--- config.mk ---
export PLATFORM = sky130hd
export DESIGN_NAME = stride_run_trace_encoder
export DESIGN_NICKNAME = d
export VERILOG_FILES = /design/src/rtl/srte_pkg.sv /design/src/rtl/srte_front.sv /design/src/rtl/srte_queue.sv /design/src/rtl/srte_back.sv /design/src/rtl/stride_run_trace_encoder.sv
export SDC_FILE = /design/constraint.sdc
export NUM_CORES = 2
export LEC_CHECK = 0
export BUFFER_PORTS_ARGS = -buffer_cell sky130_fd_sc_hd__buf_2
export CAP_MARGIN = 40
export CORE_MARGIN = 1.5
export CORE_UTILIZATION = 40
export DETAILED_ROUTE_END_ITERATION = 7
export GPL_ROUTABILITY_DRIVEN = 0
export SYNTH_ARGS = -nofsm -noshare
export SYNTH_HDL_FRONTEND = slang
export SYNTH_HIERARCHICAL = 1
export SYNTH_SLANG_ARGS = --single-unit
export TNS_END_PERCENT = 1
--- constraint.sdc ---
create_clock -name clock -period 13.4 [get_ports clock]
set_input_delay 2.01 -clock clock [delete_from_list [all_inputs] [get_ports clock]]
set_output_delay 2.01 -clock clock [all_outputs]
set_load 0.05 [all_outputs]
--- src/rtl/srte_pkg.sv ---
// shared types, constants and codes for the stride run trace encoder
`timescale 1ns / 1ps

package srte_pkg;

   // address arithmetic width, 16 to 64
   localparam int ADDR_BITS = 64;
   // run count width, 8 to 64; counts stop at the smaller of this and 32 bits
   localparam int COUNT_BITS = 32;
   localparam int CNT_W = (COUNT_BITS < 32) ? COUNT_BITS : 32;

   // port field widths
   localparam int ADDR_FIELD_W = 64;
   localparam int SIZE_W = 8;
   localparam int COUNT_FIELD_W = 32;

   // decoupling queue between front and back, depth a power of two
   localparam int QUEUE_DEPTH = 2;
   localparam int QPTR_W = (QUEUE_DEPTH > 1) ? $clog2(QUEUE_DEPTH) : 1;
   localparam int QCNT_W = $clog2(QUEUE_DEPTH + 1);

   typedef logic [ADDR_BITS-1:0] addr_type;
   typedef logic [CNT_W-1:0] count_type;
   typedef logic [SIZE_W-1:0] size_type;

   localparam count_type COUNT_CAP = '1;

   // operation codes carried through the queue
   localparam logic OP_ACCESS = 1'b0;
   localparam logic OP_FLUSH = 1'b1;

   typedef struct packed {
      logic kind;
      addr_type addr;
      size_type size;
   } op_type;

   typedef struct packed {
      logic [ADDR_FIELD_W-1:0] start_address;
      logic [ADDR_FIELD_W-1:0] base_delta;
      logic [ADDR_FIELD_W-1:0] stride;
      size_type access_size;
      logic [COUNT_FIELD_W-1:0] repeat_count;
      logic first_of_trace;
   } rsp_type;

   // sign-extend an address-wide value to the port width
   function automatic logic [ADDR_FIELD_W-1:0] widen(input addr_type v);
      widen = ADDR_FIELD_W'(signed'(v));
   endfunction

endpackage

--- src/rtl/srte_front.sv ---
// front end: transfer acceptance and classification of incoming items
`timescale 1ns / 1ps

module srte_front (
   input  logic                          req_valid,
   output logic                          req_stall,
   input  logic                          req_cmd,
   input  logic [63:0]                   req_access_address,
   input  logic [7:0]                    req_access_size,
   input  logic                          queue_full,
   output logic                          push,
   output srte_pkg::op_type              push_op
);
   import srte_pkg::*;

   logic is_flush;
   logic is_void;

   // classify: flush, real access, or zero-size access that is dropped
   assign is_flush = (req_cmd == OP_FLUSH);
   assign is_void = !is_flush && (req_access_size == '0);

   // stall only on a full queue, so stall never depends on valid
   assign req_stall = queue_full;
   assign push = req_valid && !queue_full && !is_void;

   // only the low address bits take part in the arithmetic
   assign push_op.kind = is_flush ? OP_FLUSH : OP_ACCESS;
   assign push_op.addr = ADDR_BITS'(req_access_address);
   assign push_op.size = SIZE_W'(req_access_size);

endmodule

--- src/rtl/srte_queue.sv ---
// short register queue decoupling the front end from the run engine
`timescale 1ns / 1ps

module srte_queue (
   input  logic                 clock,
   input  logic                 reset,
   input  logic                 push,
   input  srte_pkg::op_type     push_op,
   input  logic                 pop,
   output logic                 full,
   output logic                 not_empty,
   output srte_pkg::op_type     head_op
);
   import srte_pkg::*;

   op_type                slot_ff [QUEUE_DEPTH];
   logic [QPTR_W-1:0]     wr_ptr_ff;
   logic [QPTR_W-1:0]     wr_ptr_in;
   logic [QPTR_W-1:0]     rd_ptr_ff;
   logic [QPTR_W-1:0]     rd_ptr_in;
   logic [QCNT_W-1:0]     count_ff;
   logic [QCNT_W-1:0]     count_in;

   assign full = (count_ff == QCNT_W'(QUEUE_DEPTH));
   assign not_empty = (count_ff != '0);
   assign head_op = slot_ff[rd_ptr_ff];

   // pointer and fill count update
   always_comb begin
      wr_ptr_in = push ? QPTR_W'(wr_ptr_ff + 1'b1) : wr_ptr_ff;
      rd_ptr_in = pop ? QPTR_W'(rd_ptr_ff + 1'b1) : rd_ptr_ff;
      count_in = count_ff;
      if (push && !pop) begin
         count_in = QCNT_W'(count_ff + 1'b1);
      end else if (pop && !push) begin
         count_in = QCNT_W'(count_ff - 1'b1);
      end
   end

   always_ff @(posedge clock) begin
      if (reset) begin
         wr_ptr_ff <= '0;
         rd_ptr_ff <= '0;
         count_ff <= '0;
      end else begin
         wr_ptr_ff <= wr_ptr_in;
         rd_ptr_ff <= rd_ptr_in;
         count_ff <= count_in;
      end
   end

   // payload slots
   always_ff @(posedge clock) begin
      if (push) begin
         slot_ff[wr_ptr_ff] <= push_op;
      end
   end

   a_no_overflow: assert property (@(posedge clock) disable iff (reset)
      !(push && full && !pop))
      else $error("queue written while full");

   a_no_underflow: assert property (@(posedge clock) disable iff (reset)
      !(pop && !not_empty))
      else $error("queue read while empty");

   a_count_bound: assert property (@(posedge clock) disable iff (reset)
      count_ff <= QCNT_W'(QUEUE_DEPTH))
      else $error("queue fill count out of range");

endmodule

--- src/rtl/srte_back.sv ---
// run engine: open run state, stride detection and result register
`timescale 1ns / 1ps

module srte_back (
   input  logic                 clock,
   input  logic                 reset,
   input  logic                 in_valid,
   input  srte_pkg::op_type     in_op,
   output logic                 pop,
   output logic                 rsp_valid,
   input  logic                 rsp_stall,
   output srte_pkg::rsp_type    rsp_data
);
   import srte_pkg::*;

   // open run state
   logic       run_open_ff, run_open_in;
   addr_type   open_base_ff, open_base_in;
   addr_type   open_stride_ff, open_stride_in;
   size_type   open_size_ff, open_size_in;
   count_type  open_count_ff, open_count_in;
   addr_type   predicted_ff, predicted_in;
   addr_type   previous_base_ff, previous_base_in;
   logic       any_emitted_ff, any_emitted_in;

   // result register
   logic       rsp_valid_ff, rsp_valid_in;
   rsp_type    rsp_data_ff, rsp_data_in;

   logic       is_flush;
   logic       may_extend;
   logic       second_access;
   logic       hit;
   logic       emit;
   logic       out_ready;
   addr_type   first_stride;
   addr_type   second_predict;
   addr_type   next_predict;
   addr_type   delta;

   // classification of the head item against the open run
   assign is_flush = (in_op.kind == OP_FLUSH);
   assign may_extend = run_open_ff && (in_op.size == open_size_ff)
                       && (open_count_ff != COUNT_CAP);
   assign second_access = may_extend && (open_count_ff == count_type'(1));
   assign hit = may_extend && !second_access && (in_op.addr == predicted_ff);
   assign emit = run_open_ff && (is_flush || (!second_access && !hit));

   // the result slot frees when empty or taken this cycle
   assign out_ready = !rsp_valid_ff || !rsp_stall;
   assign pop = in_valid && (out_ready || !emit);

   // address arithmetic, each a single wide add
   assign first_stride = in_op.addr - open_base_ff;
   assign second_predict = {in_op.addr[ADDR_BITS-2:0], 1'b0} - open_base_ff;
   assign next_predict = in_op.addr + open_stride_ff;
   assign delta = open_base_ff - previous_base_ff;

   // next state of the open run
   always_comb begin
      run_open_in = run_open_ff;
      open_base_in = open_base_ff;
      open_stride_in = open_stride_ff;
      open_size_in = open_size_ff;
      open_count_in = open_count_ff;
      predicted_in = predicted_ff;
      previous_base_in = previous_base_ff;
      any_emitted_in = any_emitted_ff;
      if (pop) begin
         if (emit) begin
            previous_base_in = open_base_ff;
            any_emitted_in = 1'b1;
            run_open_in = 1'b0;
         end
         priority if (is_flush) begin
            run_open_in = 1'b0;
            open_base_in = '0;
            open_stride_in = '0;
            open_size_in = '0;
            open_count_in = '0;
            predicted_in = '0;
            previous_base_in = '0;
            any_emitted_in = 1'b0;
         end else if (second_access) begin
            open_stride_in = first_stride;
            open_count_in = count_type'(2);
            predicted_in = second_predict;
         end else if (hit) begin
            open_count_in = count_type'(open_count_ff + 1'b1);
            predicted_in = next_predict;
         end else begin
            // a new run opens with this access
            run_open_in = 1'b1;
            open_base_in = in_op.addr;
            open_stride_in = '0;
            open_size_in = in_op.size;
            open_count_in = count_type'(1);
            predicted_in = in_op.addr;
         end
      end
   end

   // result register load and release
   always_comb begin
      rsp_valid_in = rsp_valid_ff && rsp_stall;
      rsp_data_in = rsp_data_ff;
      if (pop && emit) begin
         rsp_valid_in = 1'b1;
         rsp_data_in.start_address = ADDR_FIELD_W'(open_base_ff);
         rsp_data_in.base_delta = any_emitted_ff ? widen(delta) : '0;
         rsp_data_in.stride = widen(open_stride_ff);
         rsp_data_in.access_size = open_size_ff;
         rsp_data_in.repeat_count = COUNT_FIELD_W'(open_count_ff);
         rsp_data_in.first_of_trace = !any_emitted_ff;
      end
   end

   always_ff @(posedge clock) begin
      if (reset) begin
         run_open_ff <= 1'b0;
         open_base_ff <= '0;
         open_stride_ff <= '0;
         open_size_ff <= '0;
         open_count_ff <= '0;
         predicted_ff <= '0;
         previous_base_ff <= '0;
         any_emitted_ff <= 1'b0;
         rsp_valid_ff <= 1'b0;
      end else begin
         run_open_ff <= run_open_in;
         open_base_ff <= open_base_in;
         open_stride_ff <= open_stride_in;
         open_size_ff <= open_size_in;
         open_count_ff <= open_count_in;
         predicted_ff <= predicted_in;
         previous_base_ff <= previous_base_in;
         any_emitted_ff <= any_emitted_in;
         rsp_valid_ff <= rsp_valid_in;
      end
   end

   always_ff @(posedge clock) begin
      rsp_data_ff <= rsp_data_in;
   end

   assign rsp_valid = rsp_valid_ff;
   assign rsp_data = rsp_data_ff;

   a_open_has_count: assert property (@(posedge clock) disable iff (reset)
      run_open_ff |-> (open_count_ff != '0))
      else $error("open run with zero count");

   a_result_count: assert property (@(posedge clock) disable iff (reset)
      rsp_valid_ff |-> (rsp_data_ff.repeat_count != '0)
                       && (rsp_data_ff.access_size != '0))
      else $error("result with empty run");

   a_flush_restarts: assert property (@(posedge clock) disable iff (reset)
      (pop && is_flush) |=> (!any_emitted_ff && !run_open_ff))
      else $error("flush did not restart trace");

   a_first_zero_delta: assert property (@(posedge clock) disable iff (reset)
      (rsp_valid_ff && rsp_data_ff.first_of_trace) |-> (rsp_data_ff.base_delta == '0))
      else $error("first run of trace with nonzero delta");

endmodule

--- src/rtl/stride_run_trace_encoder.sv ---
// top level of the stride run trace encoder
//
//   channel  direction  handshake          payload
//   req      in         req_valid/stall    cmd, access_address, access_size
//   rsp      out        rsp_valid/stall    run_start_address, base_delta, run_stride,
//                                          run_access_size, repeat_count, first_of_trace
//
// one item per cycle sustained unless a run-closing item meets a stalled result;
// the run engine decides each item combinationally, one wide add and one address
// compare on the critical path. a closing item is queued, then its result registered.
// synchronous reset clears the queue, the open run and the result register.
// a stalled result holds; items that close no run keep flowing past it, and
// req_stall rises only once the two-entry queue is full.
`timescale 1ns / 1ps

module stride_run_trace_encoder (
   input  logic               clock,
   input  logic               reset,
   input  logic               req_valid,
   output logic               req_stall,
   input  logic               req_cmd,
   input  logic [63:0]        req_access_address,
   input  logic [7:0]         req_access_size,
   output logic               rsp_valid,
   input  logic               rsp_stall,
   output logic [63:0]        rsp_run_start_address,
   output logic signed [63:0] rsp_base_delta,
   output logic signed [63:0] rsp_run_stride,
   output logic [7:0]         rsp_run_access_size,
   output logic [31:0]        rsp_repeat_count,
   output logic               rsp_first_of_trace
);
   import srte_pkg::*;

   logic       push;
   op_type     push_op;
   logic       pop;
   logic       queue_full;
   logic       queue_not_empty;
   op_type     head_op;
   rsp_type    rsp_data;

   // front end
   srte_front u_front (
      .req_valid          (req_valid),
      .req_stall          (req_stall),
      .req_cmd            (req_cmd),
      .req_access_address (req_access_address),
      .req_access_size    (req_access_size),
      .queue_full         (queue_full),
      .push               (push),
      .push_op            (push_op)
   );

   // decoupling queue
   srte_queue u_queue (
      .clock     (clock),
      .reset     (reset),
      .push      (push),
      .push_op   (push_op),
      .pop       (pop),
      .full      (queue_full),
      .not_empty (queue_not_empty),
      .head_op   (head_op)
   );

   // run engine
   srte_back u_back (
      .clock     (clock),
      .reset     (reset),
      .in_valid  (queue_not_empty),
      .in_op     (head_op),
      .pop       (pop),
      .rsp_valid (rsp_valid),
      .rsp_stall (rsp_stall),
      .rsp_data  (rsp_data)
   );

   // result fields
   assign rsp_run_start_address = rsp_data.start_address;
   assign rsp_base_delta = signed'(rsp_data.base_delta);
   assign rsp_run_stride = signed'(rsp_data.stride);
   assign rsp_run_access_size = rsp_data.access_size;
   assign rsp_repeat_count = rsp_data.repeat_count;
   assign rsp_first_of_trace = rsp_data.first_of_trace;

endmodule
# ---- Word level (Yosys, flattened, before mapping)
# Memories as Yosys holds them, arrays and structs flattened. A register that Yosys moved wholly into a read port is not among the register bits.
# Index checks and enable logic that the tools add are counted.
# Widths: inputs -> output; s select.
dict set report classes {
  n_addsub 9
  eq_ne 8
  muxes 31
  reduce_logical 36
}
# operator n
set op_table {}
lappend op_table {{$mux 64} 11}
lappend op_table {{$sub 64x64->64} 3}
lappend op_table {{$mux 32} 3}
lappend op_table {{$add 64x64->64} 1}
lappend op_table {{$eq 64x64->1} 1}
lappend op_table {{$add 32x1->32 const B} 1}
lappend op_table {{$eq 32x1->1 const B} 1}
lappend op_table {{$ne 32x32->1 const B} 1}
lappend op_table {{$mux 8} 3}
lappend op_table {{$logic_and 1x1->1} 15}
lappend op_table {{$mux 1} 12}
lappend op_table {{$logic_not 1->1} 11}
lappend op_table {{$eq 8x8->1} 1}
lappend op_table {{$logic_not 8->1} 1}
lappend op_table {{$reduce_bool 2->1} 3}
lappend op_table {{$mux 2} 2}
lappend op_table {{$ne 2x2->1 const B} 2}
lappend op_table {{$reduce_and 2->1} 2}
lappend op_table {{$logic_or 1x1->1} 3}
lappend op_table {{$ne 3x2->1 const B} 1}
lappend op_table {{$reduce_and 3->1} 1}
lappend op_table {{$add 1x1->1 const B} 2}
lappend op_table {{$add 2x1->2 const B} 1}
lappend op_table {{$eq 2x2->1 const B} 1}
lappend op_table {{$sub 2x1->2 const B} 1}
dict set report totals {
  register_bits 536
  mem_bits_rw 146
  output_inout_bits 235
  elab_cells 103
  memories 1
}
# memory depth word_bits read_ports rd_ports_with_merged_regs write_ports line_no
set mem_list {}
lappend mem_list {u_queue.slot_ff 2 73 1 1 1 srte_queue.sv:16} ;# op_type slot_ff [QUEUE_DEPTH];

# ---- Logic depth before layout (Yosys ltp)
dict set report logic_depth {
  depth_word 17
  ltp_mapped 18
}

# ---- By module
# The synthesis kept the hierarchy.
# module n_inst cells_each area_per_inst_um2 seq_area_each_um2
set by_module_without_submodules {}
lappend by_module_without_submodules {srte_back 1 3953 34337.9 12982.5}
lappend by_module_without_submodules {srte_queue 1 249 5502.8 4484.3}
lappend by_module_without_submodules {srte_front 1 79 583.1 0.0}

# ---- Worst setup path before layout
# OpenSTA, ideal clock, no wires.
dict set report synth_timing {
  kind {reg-to-reg}
  startpoint {register (tool-made name)}
  endpoint {register u_back.rsp_data_ff, in the netlist u_back/rsp_data[0], enable pin}
  setup_ps 584
  t_arrival_ps 7302
  slack_ps 5515
  stages_incl_launch_ff 13
  path_buffers 3
  period_less_slack_ps 7885
  path_cell_list {dfxtp_1 -> buf_4 -> buf_6 -> mux2_2 -> xor2_1 -> or3_1 -> nor3_2 -> o41ai_4 -> a211oi_2 -> o21ai_4 -> clkbuf_1 -> or3_1 -> inv_1}
}
# element line_no
set synth_rtl {}
lappend synth_rtl {{end signal, assigned} srte_back.sv:143} ;# rsp_data_ff <= rsp_data_in;
lappend synth_rtl {{end, declared} srte_back.sv:28} ;# rsp_type rsp_data_ff, rsp_data_in;

==> results.sh <==
export IMPL_status="completed"
export IMPL_synth_cells=4281
export IMPL_cts_tree="built"
export IMPL_first_iter_violations=3405
export IMPL_grt_pass1_vias=31200
export IMPL_dr_pass1_iters=6
export IMPL_die_area_sq_um=103000
export IMPL_area_growth_pct=12.6
export IMPL_yosys_area_top_type="edfxtp_1"
export IMPL_placed_area_sq_um=42500
export IMPL_skew_ns=0.0400
export IMPL_fmax_mhz=174
export IMPL_routed_wl_um=134000
export IMPL_clkTransAtPathRegs_ns=0.06
export IMPL_cts_buffers=81
export IMPL_period_share_pct=43.0
export IMPL_async_reset_ff_share_pct=0
export IMPL_synth_area_top_cells="edfxtp_1, dfxtp_1, ha_1, xnor2_1, a21oi_1"
export IMPL_relSlewSlack_pct=36.0
export IMPL_diodes=0
export IMPL_grt_max_degree=74
export IMPL_antenna_left=0
export IMPL_num_rows=116
export IMPL_synth_seq_cells=683
export IMPL_grt_total_usage_pct=25.2
export IMPL_viasPerCell=5.83
export IMPL_die_h_um=321
export IMPL_drv_slew=0
export IMPL_grt_pass1_wl_um=197000
export IMPL_fin_crit_ns=5.76
export IMPL_setup_viol=0
export IMPL_cp_data_arrival_time_ns=6.32
export IMPL_antenna_found_initial=2
export IMPL_synth_edff_count=379
export IMPL_ctsResizeCount=0
export IMPL_cp_end_kind="flop"
export IMPL_synth_seq_area_share_pct=43.2
export IMPL_synth_top_area_share_pct=28.2
export IMPL_required_ns=13.96
export IMPL_final_cell_mix="nor2_1, edfxtp_1, a21oi_1, nand2_1, buf_2"
export IMPL_dp_cells=5644
export IMPL_cts_sink_count=683
export IMPL_cts_root_buf="clkbuf_16"
export IMPL_htree_levels=3
export IMPL_start_kind="flop"
export IMPL_r2r_setup_slack_ns=7.64
export IMPL_syn_num_nets=4616
export IMPL_maxCapViolCount=0
export IMPL_whs_ns=0.468
export IMPL_finalInstanceArea_sq_um=45500
export IMPL_chipWidth_um=321
export IMPL_hold_viol=0
export IMPL_syn_area_sq_um=40400
export IMPL_final_layout_size_suffix_gt1_share_pct=13.8
export IMPL_vdd_ir_drop_max_uv=108
export IMPL_fin_tns_setup_ns=0
export IMPL_grt_remaining_overflow=0
export IMPL_power_density_nw_per_um2=248
export IMPL_critPathKind="reg2reg"
export IMPL_clk_path_buf_depth=3
export IMPL_rsz0062_at_grt="no"
export IMPL_io_buffer_count=311
export IMPL_synth_avg_cell_area_sq_um=9.44
export IMPL_drc=0
export IMPL_tightest_slew_ns=0.950
export IMPL_p_total_w=0.0113
export IMPL_cp_max_fo=35
export IMPL_start_util_pct=40.4
export IMPL_clk_latency_ns=0.67
export IMPL_hpwl_um=101000
export IMPL_vias=33800
export IMPL_wl_per_cell_um=23.2
export IMPL_nNetsFinal=4764
export IMPL_synthDistinctLibCells=101
export IMPL_p_leak_nw=17.7
export IMPL_hp_class="reg2reg"
export IMPL_cts_hold_buf=0
export IMPL_finalNonFillerCells=5796
export IMPL_yosysWarnings=6
export IMPL_postCtsSetupBuffers=0
export IMPL_ys_flop_type="edfxtp_1"
export IMPL_pin_count=312
export IMPL_core_sq_um=100000
export IMPL_final_common_cell="nor2_1"
[logic make-up after synthesis]
logic type	Yosys count	synth area share, %
adders and majority gates	258	8.06
and+or+nand+nor	1158	13.2
buffers and inverters	494	5.63
DFF	683	43.2
muxes	78	2.16
AOI/OAI and AO/OA	1294	20.9
xor gates and xnor gates	316	6.85
[per-stage QoR]
step	setup slack [ns]	util, %
floorplan	5.51	-
global placement	7.47	42.4
detailed placement	7.66	42.5
CTS	7.66	45.5
global route	7.36	45.5
finish	7.64	45.5
[flip-flops by register name, summed over array words and instances, names as in the netlist, named ones only]
| name | cells |
|---|---|
| u_back/predicted_ff | 64 |
| u_back/run_open_ff | 1 |
| u_queue/rd_ptr_ff | 1 |
| u_queue/count_ff | 2 |
| u_back/open_stride_ff | 64 |
| u_back/rsp_data | 233 |
| u_queue/slot_ff | 146 |
| u_back/any_emitted_ff | 1 |
| u_back/rsp_valid | 1 |
| u_back/open_count_ff | 32 |
| u_queue/wr_ptr_ff | 1 |
| u_back/previous_base_ff | 64 |
| u_back/open_size_ff | 8 |
| u_back/open_base_ff | 64 |
[cell type report]
cell class                 count  area, sq um
fill                        9588        54600
multi-input combinational   3104        20700
sequential                   683        17500
clock buffer                  94         2170
timing repair buffer         349         1890
tap                         1298         1620
clock inverter                58          832
inverter                     210          796
[routing by layer]
| layer | global-route usage [%] | wire length (um) | vias up |
|---|---|---|---|
| met2 | 38.6 | 58700 | 1417 |
| met3 | 4.01 | 11100 | 205 |
| met1 | 35.8 | 60300 | 16300 |
| li1 | - | - | 15800 |
| met5 | 0 | 0 | - |
| met4 | 8.90 | 4370 | 0 |
[power breakdown]
part           switching (W)  total [W]  internal [W]
clock network       0.000948    0.00245       0.00151
registers           0.000278    0.00288       0.00260
logic                0.00384    0.00596       0.00212
[final timing paths]
| path | startpoint | end | cells after the start |
|---|---|---|---|
| worst max register to register | flop | u_back/predicted_ff[57] | 15 |
| worst max-delay path | flop | u_back/predicted_ff[57] | 15 |
| worst min-delay path | u_back/predicted_ff[25] | u_back/predicted_ff[25] | 2 |
| worst min register to register | u_back/predicted_ff[25] | u_back/predicted_ff[25] | 2 |
[worst max-delay path: stages (launching register included)]
cell       delay (ns)
dfxtp_4          0.76
mux2_2           0.50
ha_1             0.38
o211ai_1         0.12
o21ai_1          0.45
o2111ai_1        0.27
a21boi_2         0.35
a41oi_1          0.35
o31ai_1          0.53
a21boi_1         0.13
buf_4            0.19
o31ai_1          0.79
a21boi_0         0.24
xnor2_1          0.33
a21oi_1          0.11
o21ai_1          0.12
[cells in the mapped netlist (37+ instances only)]
library cell and instances:
a31oi_1 37, xor2_1 110, nand2b_1 38, a21oi_1 347, mux2_2 74, xnor2_1 206
o21ai_0 261, nand4_1 101, inv_1 208, dfxtp_1 304, ha_1 254, a22oi_1 151
nor3_1 46, o21bai_1 44, edfxtp_1 379, nor2_1 403, buf_4 75, nand3_1 72
a21o_1 182, clkbuf_1 161, nand2_1 326
Note: power is estimated with default switching activity, not from simulation.
